**src/hw/rtl/pwl_pkg.sv**
```systemverilog
// ----------------------------------------------------------------------------
// pwl_pkg
// Shared sizes, codes and stage records of the piecewise-linear decompander.
// ----------------------------------------------------------------------------
package pwl_pkg;

    // Table depth and pixel width.
    localparam int MAX_KNEES  = 16;
    localparam int PIXEL_BITS = 16;

    // Field widths fixed by the interface.
    localparam int IDX_IN_W   = 4;
    localparam int CNT_CFG_W  = 5;
    localparam int Y_W        = 31;
    localparam int SLOPE_W    = 16;

    // Derived widths.
    localparam int KIDX_W     = (MAX_KNEES > 1) ? $clog2(MAX_KNEES) : 1;
    localparam int KCNT_W     = $clog2(MAX_KNEES + 1);
    localparam int D_W        = PIXEL_BITS + 1;
    localparam int P_W        = D_W + SLOPE_W + 1;
    localparam int S_W        = ((P_W > Y_W + 1) ? P_W : Y_W + 1) + 1;

    // Operation carried by an input word.
    typedef enum logic {
        OP_EXPAND     = 1'b0,
        OP_KNEE_WRITE = 1'b1
    } t_op;

    // Input word as captured at the first stage.
    typedef struct packed {
        t_op                   op;
        logic [PIXEL_BITS-1:0] pixel;
        logic [IDX_IN_W-1:0]   kidx;
        logic [PIXEL_BITS-1:0] kx;
        logic [Y_W-1:0]        ky;
        logic [SLOPE_W-1:0]    kslope;
    } t_word;

    // Word after the segment search.
    typedef struct packed {
        t_word             w;
        logic [KIDX_W-1:0] k;
        logic              err;
    } t_seg;

    // One knee point as stored for the previous-knee lookup.
    typedef struct packed {
        logic [PIXEL_BITS-1:0] x;
        logic [Y_W-1:0]        y;
    } t_xy;

    // Pixel with its segment operands fetched.
    typedef struct packed {
        logic [PIXEL_BITS-1:0] pixel;
        t_xy                   prev;
        logic [SLOPE_W-1:0]    slope;
        logic                  err;
    } t_fetch;

    // Pixel after the slope multiply.
    typedef struct packed {
        logic signed [P_W-1:0] prod;
        logic [Y_W-1:0]        y;
        logic                  err;
    } t_prod;

endpackage

```
**src/hw/rtl/pwl_knee_search.sv**
```systemverilog
// ----------------------------------------------------------------------------
// pwl_knee_search
// Input stage and segment search: holds the knee x lanes and finds, for each
// pixel, the first knee past knee zero at or above it.
// ----------------------------------------------------------------------------
module pwl_knee_search
    import pwl_pkg::*;
(
    input  logic                 i_clk,
    input  logic                 i_rst_n,
    input  logic [CNT_CFG_W-1:0] i_knee_count,
    input  logic                 i_valid,
    output logic                 o_ready,
    input  t_word                i_word,
    output logic                 o_valid,
    input  logic                 i_ready,
    output t_seg                 o_seg
);

    logic                  r_v1;
    t_word                 r_s1;
    logic                  r_v2;
    t_seg                  r_s2;
    logic [PIXEL_BITS-1:0] r_knee_x [MAX_KNEES];

    logic                  s1_rdy;
    logic                  s2_rdy;
    logic [KCNT_W-1:0]     n_used;
    logic [KIDX_W-1:0]     n_k;
    logic                  n_err;
    logic                  lane_wr;

    assign s2_rdy  = !r_v2 || i_ready;
    assign s1_rdy  = !r_v1 || s2_rdy;
    assign o_ready = s1_rdy;
    assign o_valid = r_v2;
    assign o_seg   = r_s2;

    // Knee count in use, saturated to the table depth.
    always_comb begin
        if (32'(i_knee_count) > 32'(MAX_KNEES)) begin
            n_used = KCNT_W'(MAX_KNEES);
        end else begin
            n_used = KCNT_W'(i_knee_count);
        end
        n_err = (n_used < KCNT_W'(2));
    end

    // Parallel compares against every knee in use above knee zero; the lowest hit
    // wins, otherwise the last knee in use closes the curve.
    always_comb begin
        n_k = KIDX_W'(n_used - KCNT_W'(1));
        for (int i = MAX_KNEES - 1; i >= 1; i--) begin
            if ((KCNT_W'(i) < n_used) && (r_s1.pixel <= r_knee_x[i])) begin
                n_k = KIDX_W'(i);
            end
        end
    end

    // A knee write updates its x lane as it leaves the first stage, so the
    // pixels behind it compare against the new value.
    assign lane_wr = r_v1 && s2_rdy && (r_s1.op == OP_KNEE_WRITE)
                     && (32'(r_s1.kidx) < 32'(MAX_KNEES));

    // Stage valid bits.
    always_ff @(posedge i_clk) begin
        if (!i_rst_n) begin
            r_v1 <= 1'b0;
            r_v2 <= 1'b0;
        end else begin
            if (s1_rdy) begin
                r_v1 <= i_valid;
            end
            if (s2_rdy) begin
                r_v2 <= r_v1;
            end
        end
    end

    // Stage payloads and knee x lanes.
    always_ff @(posedge i_clk) begin
        if (i_valid && s1_rdy) begin
            r_s1 <= i_word;
        end
        if (r_v1 && s2_rdy) begin
            r_s2.w   <= r_s1;
            r_s2.k   <= n_k;
            r_s2.err <= n_err;
        end
        if (lane_wr) begin
            r_knee_x[KIDX_W'(r_s1.kidx)] <= r_s1.kx;
        end
    end

    // A pixel that passes the search with a valid curve never points at
    // knee zero, which has no previous knee.
    a_seg_nonzero: assert property (@(posedge i_clk) disable iff (!i_rst_n)
        (r_v2 && (r_s2.w.op == OP_EXPAND) && !r_s2.err) |-> (r_s2.k != '0))
        else $error("segment index zero on a valid curve");

    // Reset empties both stages.
    a_reset_empty: assert property (@(posedge i_clk)
        !i_rst_n |=> (!r_v1 && !r_v2))
        else $error("search stages not empty after reset");

endmodule

```
**src/hw/rtl/pwl_knee_fetch.sv**
```systemverilog
// ----------------------------------------------------------------------------
// pwl_knee_fetch
// Knee tables: reads the previous knee (x, y) and the segment slope for each
// pixel and applies knee writes in stream order.
// ----------------------------------------------------------------------------
module pwl_knee_fetch
    import pwl_pkg::*;
(
    input  logic   i_clk,
    input  logic   i_rst_n,
    input  logic   i_valid,
    output logic   o_ready,
    input  t_seg   i_seg,
    output logic   o_valid,
    input  logic   i_ready,
    output t_fetch o_fetch
);

    t_xy                r_xy_mem    [MAX_KNEES];
    logic [SLOPE_W-1:0] r_slope_mem [MAX_KNEES];
    logic               r_v3;
    t_fetch             r_f;

    logic               s3_rdy;
    logic               adv;
    logic               mem_wr;
    logic [KIDX_W-1:0]  prev_addr;
    logic [KIDX_W-1:0]  wr_addr;

    assign s3_rdy    = !r_v3 || i_ready;
    assign o_ready   = s3_rdy;
    assign o_valid   = r_v3;
    assign o_fetch   = r_f;
    assign adv       = i_valid && s3_rdy;
    assign prev_addr = i_seg.k - KIDX_W'(1);
    assign wr_addr   = KIDX_W'(i_seg.w.kidx);
    assign mem_wr    = adv && (i_seg.w.op == OP_KNEE_WRITE)
                       && (32'(i_seg.w.kidx) < 32'(MAX_KNEES));

    // Only pixels go on; a knee write ends here.
    always_ff @(posedge i_clk) begin
        if (!i_rst_n) begin
            r_v3 <= 1'b0;
        end else if (s3_rdy) begin
            r_v3 <= i_valid && (i_seg.w.op == OP_EXPAND);
        end
    end

    // Table writes and registered reads.
    always_ff @(posedge i_clk) begin
        if (mem_wr) begin
            r_xy_mem[wr_addr]    <= '{x: i_seg.w.kx, y: i_seg.w.ky};
            r_slope_mem[wr_addr] <= i_seg.w.kslope;
        end
        if (adv) begin
            r_f.prev  <= r_xy_mem[prev_addr];
            r_f.slope <= r_slope_mem[i_seg.k];
            r_f.pixel <= i_seg.w.pixel;
            r_f.err   <= i_seg.err;
        end
    end

endmodule

```
**src/hw/rtl/pwl_seg_eval.sv**
```systemverilog
// ----------------------------------------------------------------------------
// pwl_seg_eval
// Segment evaluation: multiplies the offset from the previous knee by the
// slope, adds the previous knee y and clips to [0, max_value].
// ----------------------------------------------------------------------------
module pwl_seg_eval
    import pwl_pkg::*;
(
    input  logic           i_clk,
    input  logic           i_rst_n,
    input  logic [Y_W-1:0] i_max_value,
    input  logic           i_valid,
    output logic           o_ready,
    input  t_fetch         i_fetch,
    output logic           o_valid,
    input  logic           i_ready,
    output logic [Y_W-1:0] o_expanded,
    output logic           o_curve_error
);

    logic           r_v4;
    t_prod          r_p;
    logic           r_out_valid;
    logic [Y_W-1:0] r_expanded;
    logic           r_err;

    logic                  s4_rdy;
    logic                  s5_rdy;
    logic signed [D_W-1:0] n_diff;
    logic signed [P_W-1:0] n_prod;
    logic signed [S_W-1:0] n_sum;
    logic signed [S_W-1:0] max_s;
    logic [Y_W-1:0]        n_expanded;

    assign s5_rdy        = !r_out_valid || i_ready;
    assign s4_rdy        = !r_v4 || s5_rdy;
    assign o_ready       = s4_rdy;
    assign o_valid       = r_out_valid;
    assign o_expanded    = r_expanded;
    assign o_curve_error = r_err;

    // Signed offset from the previous knee, times the segment slope.
    always_comb begin
        n_diff = signed'({1'b0, i_fetch.pixel}) - signed'({1'b0, i_fetch.prev.x});
        n_prod = P_W'(n_diff) * P_W'(signed'({1'b0, i_fetch.slope}));
    end

    // Add the knee y at full width, then clip; a short curve gives zero.
    always_comb begin
        n_sum = S_W'(r_p.prod) + S_W'(signed'({1'b0, r_p.y}));
        max_s = signed'(S_W'(i_max_value));
        if (r_p.err || (n_sum < S_W'(0))) begin
            n_expanded = '0;
        end else if (n_sum > max_s) begin
            n_expanded = i_max_value;
        end else begin
            n_expanded = n_sum[Y_W-1:0];
        end
    end

    // Stage valid bits.
    always_ff @(posedge i_clk) begin
        if (!i_rst_n) begin
            r_v4        <= 1'b0;
            r_out_valid <= 1'b0;
        end else begin
            if (s4_rdy) begin
                r_v4 <= i_valid;
            end
            if (s5_rdy) begin
                r_out_valid <= r_v4;
            end
        end
    end

    // Product register and output register.
    always_ff @(posedge i_clk) begin
        if (i_valid && s4_rdy) begin
            r_p.prod <= n_prod;
            r_p.y    <= i_fetch.prev.y;
            r_p.err  <= i_fetch.err;
        end
        if (r_v4 && s5_rdy) begin
            r_expanded <= n_expanded;
            r_err      <= r_p.err;
        end
    end

    // A flagged curve always reports zero.
    a_err_zero: assert property (@(posedge i_clk) disable iff (!i_rst_n)
        (r_out_valid && r_err) |-> (r_expanded == '0))
        else $error("curve error word with nonzero value");

    // A product held by a stall stays intact until it moves on.
    a_prod_hold: assert property (@(posedge i_clk) disable iff (!i_rst_n)
        (r_v4 && !s5_rdy) |=> (r_v4 && (r_p === $past(r_p))))
        else $error("product stage lost or changed under stall");

endmodule

```
**src/hw/rtl/pwl_decompand_unit.sv**
```systemverilog
// ----------------------------------------------------------------------------
// pwl_decompand_unit
// Piecewise-linear decompander: expands companded pixels through a loaded
// knee curve, with an APB-style port for the knee count and clip bound.
//
//   channel   direction  handshake                  payload
//   input     in         i_in_valid / o_in_ready    i_operation, i_pixel,
//                                                    i_knee_index, i_knee_x,
//                                                    i_knee_y, i_knee_slope
//   output    out        o_out_valid / i_out_ready  o_expanded, o_curve_error
//   config    in         psel/penable/pwrite/pready paddr, pwdata, prdata
//
// One word enters per clock while no stall holds the stages; a pixel result
// passes the input, search, table read, multiply and clip/output registers
// on its way out. Knee writes pass the input and search stages and
// end at the table stage, in stream order; they give no result.
// Each stage has its own valid bit and holds under a stall, so bubbles are
// squeezed out and the input keeps flowing while a result waits, until the
// stages are full.
// Reset is synchronous and active low; it empties the pipeline and loads the
// register defaults. The knee tables are not cleared.
// ----------------------------------------------------------------------------
module pwl_decompand_unit
    import pwl_pkg::*;
(
    input  logic                  i_clk,
    input  logic                  i_rst_n,
    // Configuration port
    input  logic                  psel,
    input  logic                  penable,
    input  logic                  pwrite,
    input  logic [2:0]            paddr,
    input  logic [31:0]           pwdata,
    output logic [31:0]           prdata,
    output logic                  pready,
    // Input words
    input  logic                  i_in_valid,
    output logic                  o_in_ready,
    input  logic                  i_operation,
    input  logic [PIXEL_BITS-1:0] i_pixel,
    input  logic [IDX_IN_W-1:0]   i_knee_index,
    input  logic [PIXEL_BITS-1:0] i_knee_x,
    input  logic [Y_W-1:0]        i_knee_y,
    input  logic [SLOPE_W-1:0]    i_knee_slope,
    // Result words
    output logic                  o_out_valid,
    input  logic                  i_out_ready,
    output logic [Y_W-1:0]        o_expanded,
    output logic                  o_curve_error
);

    // Register selects, one per word address.
    localparam logic REG_KNEE_COUNT = 1'b0;
    localparam logic REG_MAX_VALUE  = 1'b1;

    logic [CNT_CFG_W-1:0] r_knee_count;
    logic [Y_W-1:0]       r_max_value;

    logic   cfg_wr;
    t_word  in_word;
    logic   seg_valid;
    logic   seg_ready;
    t_seg   seg;
    logic   fetch_valid;
    logic   fetch_ready;
    t_fetch fetch;

    assign pready = 1'b1;
    assign cfg_wr = psel && penable && pwrite && pready;

    // Configuration registers.
    always_ff @(posedge i_clk) begin
        if (!i_rst_n) begin
            r_knee_count <= '0;
            r_max_value  <= Y_W'(16777215);
        end else if (cfg_wr) begin
            unique case (paddr[2])
                REG_KNEE_COUNT: r_knee_count <= pwdata[CNT_CFG_W-1:0];
                REG_MAX_VALUE:  r_max_value  <= pwdata[Y_W-1:0];
                default:        ;
            endcase
        end
    end

    // Register readback.
    always_comb begin
        unique case (paddr[2])
            REG_KNEE_COUNT: prdata = 32'(r_knee_count);
            REG_MAX_VALUE:  prdata = 32'(r_max_value);
            default:        prdata = '0;
        endcase
    end

    // Gather the input word.
    always_comb begin
        in_word.op     = t_op'(i_operation);
        in_word.pixel  = i_pixel;
        in_word.kidx   = i_knee_index;
        in_word.kx     = i_knee_x;
        in_word.ky     = i_knee_y;
        in_word.kslope = i_knee_slope;
    end

    pwl_knee_search u_search (
        .i_clk        (i_clk),
        .i_rst_n      (i_rst_n),
        .i_knee_count (r_knee_count),
        .i_valid      (i_in_valid),
        .o_ready      (o_in_ready),
        .i_word       (in_word),
        .o_valid      (seg_valid),
        .i_ready      (seg_ready),
        .o_seg        (seg)
    );

    pwl_knee_fetch u_fetch (
        .i_clk   (i_clk),
        .i_rst_n (i_rst_n),
        .i_valid (seg_valid),
        .o_ready (seg_ready),
        .i_seg   (seg),
        .o_valid (fetch_valid),
        .i_ready (fetch_ready),
        .o_fetch (fetch)
    );

    pwl_seg_eval u_eval (
        .i_clk         (i_clk),
        .i_rst_n       (i_rst_n),
        .i_max_value   (r_max_value),
        .i_valid       (fetch_valid),
        .o_ready       (fetch_ready),
        .i_fetch       (fetch),
        .o_valid       (o_out_valid),
        .i_ready       (i_out_ready),
        .o_expanded    (o_expanded),
        .o_curve_error (o_curve_error)
    );

endmodule
```
**config.mk**
```make
export PLATFORM = sky130hd
export DESIGN_NAME = pwl_decompand_unit
export DESIGN_NICKNAME = d
export VERILOG_FILES = /design/src/hw/rtl/pwl_pkg.sv /design/src/hw/rtl/pwl_knee_search.sv /design/src/hw/rtl/pwl_knee_fetch.sv /design/src/hw/rtl/pwl_seg_eval.sv /design/src/hw/rtl/pwl_decompand_unit.sv
export SDC_FILE = /design/constraint.sdc
export NUM_CORES = 2
export LEC_CHECK = 0
export ABC_AREA = 1
export ABC_CLOCK_PERIOD_IN_PS = 8700
export BUFFER_PORTS_ARGS = -buffer_cell sky130_fd_sc_hd__buf_2
export CAP_MARGIN = 5
export CORE_UTILIZATION = 59
export CTS_CLUSTER_SIZE = 28
export DETAILED_ROUTE_END_ITERATION = 8
export MAX_ROUTING_LAYER = met4
export PLACE_DENSITY = 0.77
export SLEW_MARGIN = 20
export SYNTH_ARGS = -nofsm -noshare
export SYNTH_HDL_FRONTEND = slang
export SYNTH_SLANG_ARGS = --single-unit
```
**constraint.sdc**
```tcl
create_clock -name i_clk -period 8.7 [get_ports i_clk]
set_input_delay 0.87 -clock i_clk [delete_from_list [all_inputs] [get_ports i_clk]]
set_output_delay 0.87 -clock i_clk [all_outputs]
set_load 0.03 [all_outputs]
```
==> flow_summary.json <==
{
  "synth_cell_type_count": 62,
  "coreArea_mm2": 0.133,
  "cts-hold-fix-buffers": 0,
  "syn_to_final_growth_pct": 10.4,
  "fmaxAchievable_ghz": 0.123,
  "period_minus_slack_ps": 8160,
  "fin_cells": 8530,
  "synthesis.instances": 6425,
  "drive_gt1_share_pct": 9.12,
  "setup_tns_ps": 0,
  "postCtsSetupRepairBufs": 0,
  "totalWireLength_mm": 196,
  "path_clk_slew_ps": 60,
  "cts_buffer_depth": 3,
  "cpMaxStageDelayCell": "fa_1",
  "cts_tree": "built",
  "reg2reg_slack_ps": 540,
  "dpl-instance-area_mm2": 0.0824,
  "num_vias": 51000,
  "grtUsageTotal_pct": 29.6,
  "r2r-end": "u_eval.r_p[62]",
  "final_area_mm2": 0.0875,
  "crit_path_start_kind": "flip-flop",
  "fillers": 9436,
  "regArea_mm2": 0.0488,
  "final_nets": 7440,
  "ys.flop_type": "edfxtp_1",
  "setup_viol": 0,
  "layout_common_cells": "edfxtp_1, inv_1, nor2_1",
  "drtIter0Drc": 5745,
  "final-hold-violation-count": 0,
  "synth_area_mm2": 0.0793,
  "r2r_cells": 35,
  "skew_ps": 34.9,
  "final_common_cell": "edfxtp_1",
  "grt_antenna_before_repair": 9,
  "fp.dieArea_mm2": 0.136,
  "cts.sinks": 1640,
  "antenna_left": 0,
  "critPathMaxStageDelay_ps": 530,
  "cp-startpoint": "u_fetch.o_fetch[48]",
  "root_buffer": "clkbuf_16",
  "worstMarginPinSlew_ps": 1100,
  "critPathMaxFanout": 10,
  "critPathKind": "reg2reg",
  "worst_r2r_startpoint": "u_fetch.o_fetch[48]",
  "status": "completed",
  "maxCapViolCount": 0,
  "fin_crit_sh_pct": 93.8,
  "cp.arrival_ps": 8690,
  "max-vdd-ir-drop_mv": 0.960,
  "portBuffers": 187,
  "p_leak_nw": 34.3,
  "synth-warning-count": 0,
  "crit_top_cell": "nand2_1",
  "htree_levels": 4,
  "initial_core_util_pct": 59.4,
  "syn_area_per_cell_um2": 12.3,
  "relSlewSlack_pct": 25.9,
  "dp.cells": 8228,
  "numCtsBuffers": 163,
  "grt_max_degree": 165,
  "die_y_um": 369,
  "syn-num-nets": 7239,
  "drtPass1Iterations": 6,
  "critical_path_required_ps": 9230,
  "async_flop_share_pct": 0,
  "drc": 0,
  "dp_hpwl_mm": 120,
  "crit_path_end": "u_eval.r_p[62]",
  "routabilityCongestion": 0.969,
  "synth_edf_count": 1599,
  "wl_per_cell_um": 23.0,
  "pin_count": 193,
  "multi_input_area_mm2": 0.0266,
  "die_w_um": 369,
  "grt_pass1_vias": 50100,
  "hp-class": "in2reg",
  "via_per_inst": 5.97,
  "seq_area_frac_synth_pct": 61.6,
  "grt_pass1_wl_mm": 292,
  "grt_setup_unrepaired": "no",
  "cts-resized-gates": 0,
  "synth-seq-cells": 1640,
  "clk_latency_ps": 800,
  "pwr_density_cell_mw_per_mm2": 368,
  "rows": 134,
  "crit_path_end_kind": "flip-flop",
  "slew_violations": 0,
  "grt_overflow_total": 0
}
-- where the power goes --
part	total (mW)	internal, mW	switching, mW	leakage [nW]
Clock	6.76	3.77	3.00	2.49
Combinational	15.6	5.76	9.89	17.0
Sequential	9.83	9.62	0.209	14.8
Total	32.2	19.1	13.1	34.3
-- critical path: cells and delay by family (launching register included) --
kind,cells,cell delay [ps]
and+or+nand+nor,17,2210
buffers and inverters,5,640
DFF,1,390
AOI/OAI and AO/OA,4,700
adders and majority gates,9,3960
-- synthesized netlist by cell type (4+ instances only) --
cell type,instances,area (um^2)
nand3_1,126,631
xor2_1,45,394
buf_2,18,90.1
o21ai_1,10,50.1
nor4_1,10,62.6
buf_1,10,37.5
ha_1,407,5090
a211oi_1,4,30.0
o21a_1,10,75.1
inv_2,4,15.0
mux2i_1,125,1250
clkinv_1,10,37.5
nand2_2,4,25.0
o32ai_1,47,412
nor2_2,23,144
nor3_1,39,195
o21ai_0,526,2630
dfxtp_1,41,821
o211ai_1,27,203
a31oi_1,14,87.6
nand2_1,597,2240
a21o_1,17,128
inv_1,822,3090
xnor2_1,26,228
or2_2,14,87.6
nor2_1,796,2990
nor2_4,18,203
o22ai_1,82,513
fa_1,281,5630
edfxtp_1,1599,48000
a21oi_1,248,1240
nand4_1,31,194
clkbuf_1,208,781
o221ai_1,134,1170
-- flip-flops by register name, indices dropped and copies added (netlist names) --
signal and flops:
r_knee_count 5, u_eval.o_curve_error 1, u_fetch.o_valid 1, u_search.r_knee_x 240, u_search.o_seg 89, u_fetch.o_fetch 80, u_search.o_valid 1, u_fetch.r_slope_mem 256
u_search.r_s1 84, u_eval.o_valid 1, u_eval.o_expanded 31, u_eval.r_v4 1, u_fetch.r_xy_mem 752, r_max_value 31, u_search.r_v1 1, u_eval.r_p 66
-- metrics by stage --
stage	utilization [%]	total power [mW]	hold slack, ps	setup WS, ps
floorplan	-	21.4	400	1370
global placement	61.7	25.4	401	740
detailed placement	61.7	25.6	405	635
CTS	65.6	32.3	179	605
global route	65.6	34.6	202	131
finish	65.6	32.2	236	542
-- final cells by class --
cell class	count	share of cell area [%]
diodes	4	0.0114
clock buffers	208	4.91
clock inverters	89	0.929
inverters	837	3.61
multi-input cells	3707	30.3
flip-flops and latches	1640	55.8
well taps	1768	2.53
repair buffers	277	1.90
-- worst min path at each step --
stage                              startpoint                  to  slack, ps  cells past startpoint
after global placement      u_search.r_s1[29]  u_search.o_seg[34]        400                      0
after floorplan            u_fetch.o_fetch[0]       u_eval.r_p[0]        400                      0
after global routing             i_knee_y[12]   u_search.r_s1[28]        200                      1
after detailed placement  u_fetch.o_fetch[39]      u_eval.r_p[23]        400                      0
after CTS                        i_knee_y[10]   u_search.r_s1[26]        180                      1
final                            i_knee_y[10]   u_search.r_s1[26]        240                      1
-- metal layers --
metal | GRT usage [%] | vias up | wire [um] | share of wire, %
li1 | - | 22900 | - | -
met1 | 39.0 | 24900 | 77500 | 40
met2 | 46.2 | 2661 | 92400 | 47
met3 | 5.73 | 464 | 19700 | 10
met4 | 10.5 | 0 | 6150 | 3.1
met5 | - | - | 0 | 0
-- logic make-up after synthesis --
family | count (synthesis) | share of synthesized area, %
adders and majority gates | 688 | 13.5
and+or+nand+nor | 1671 | 8.71
buffers and inverters | 1078 | 5.19
DFF | 1640 | 61.6
AOI/OAI and AO/OA | 1149 | 8.62
muxes | 125 | 1.58
other | 2 | 0.00947
xor gates and xnor gates | 72 | 0.805
Note: power is estimated with default switching activity, not from simulation.
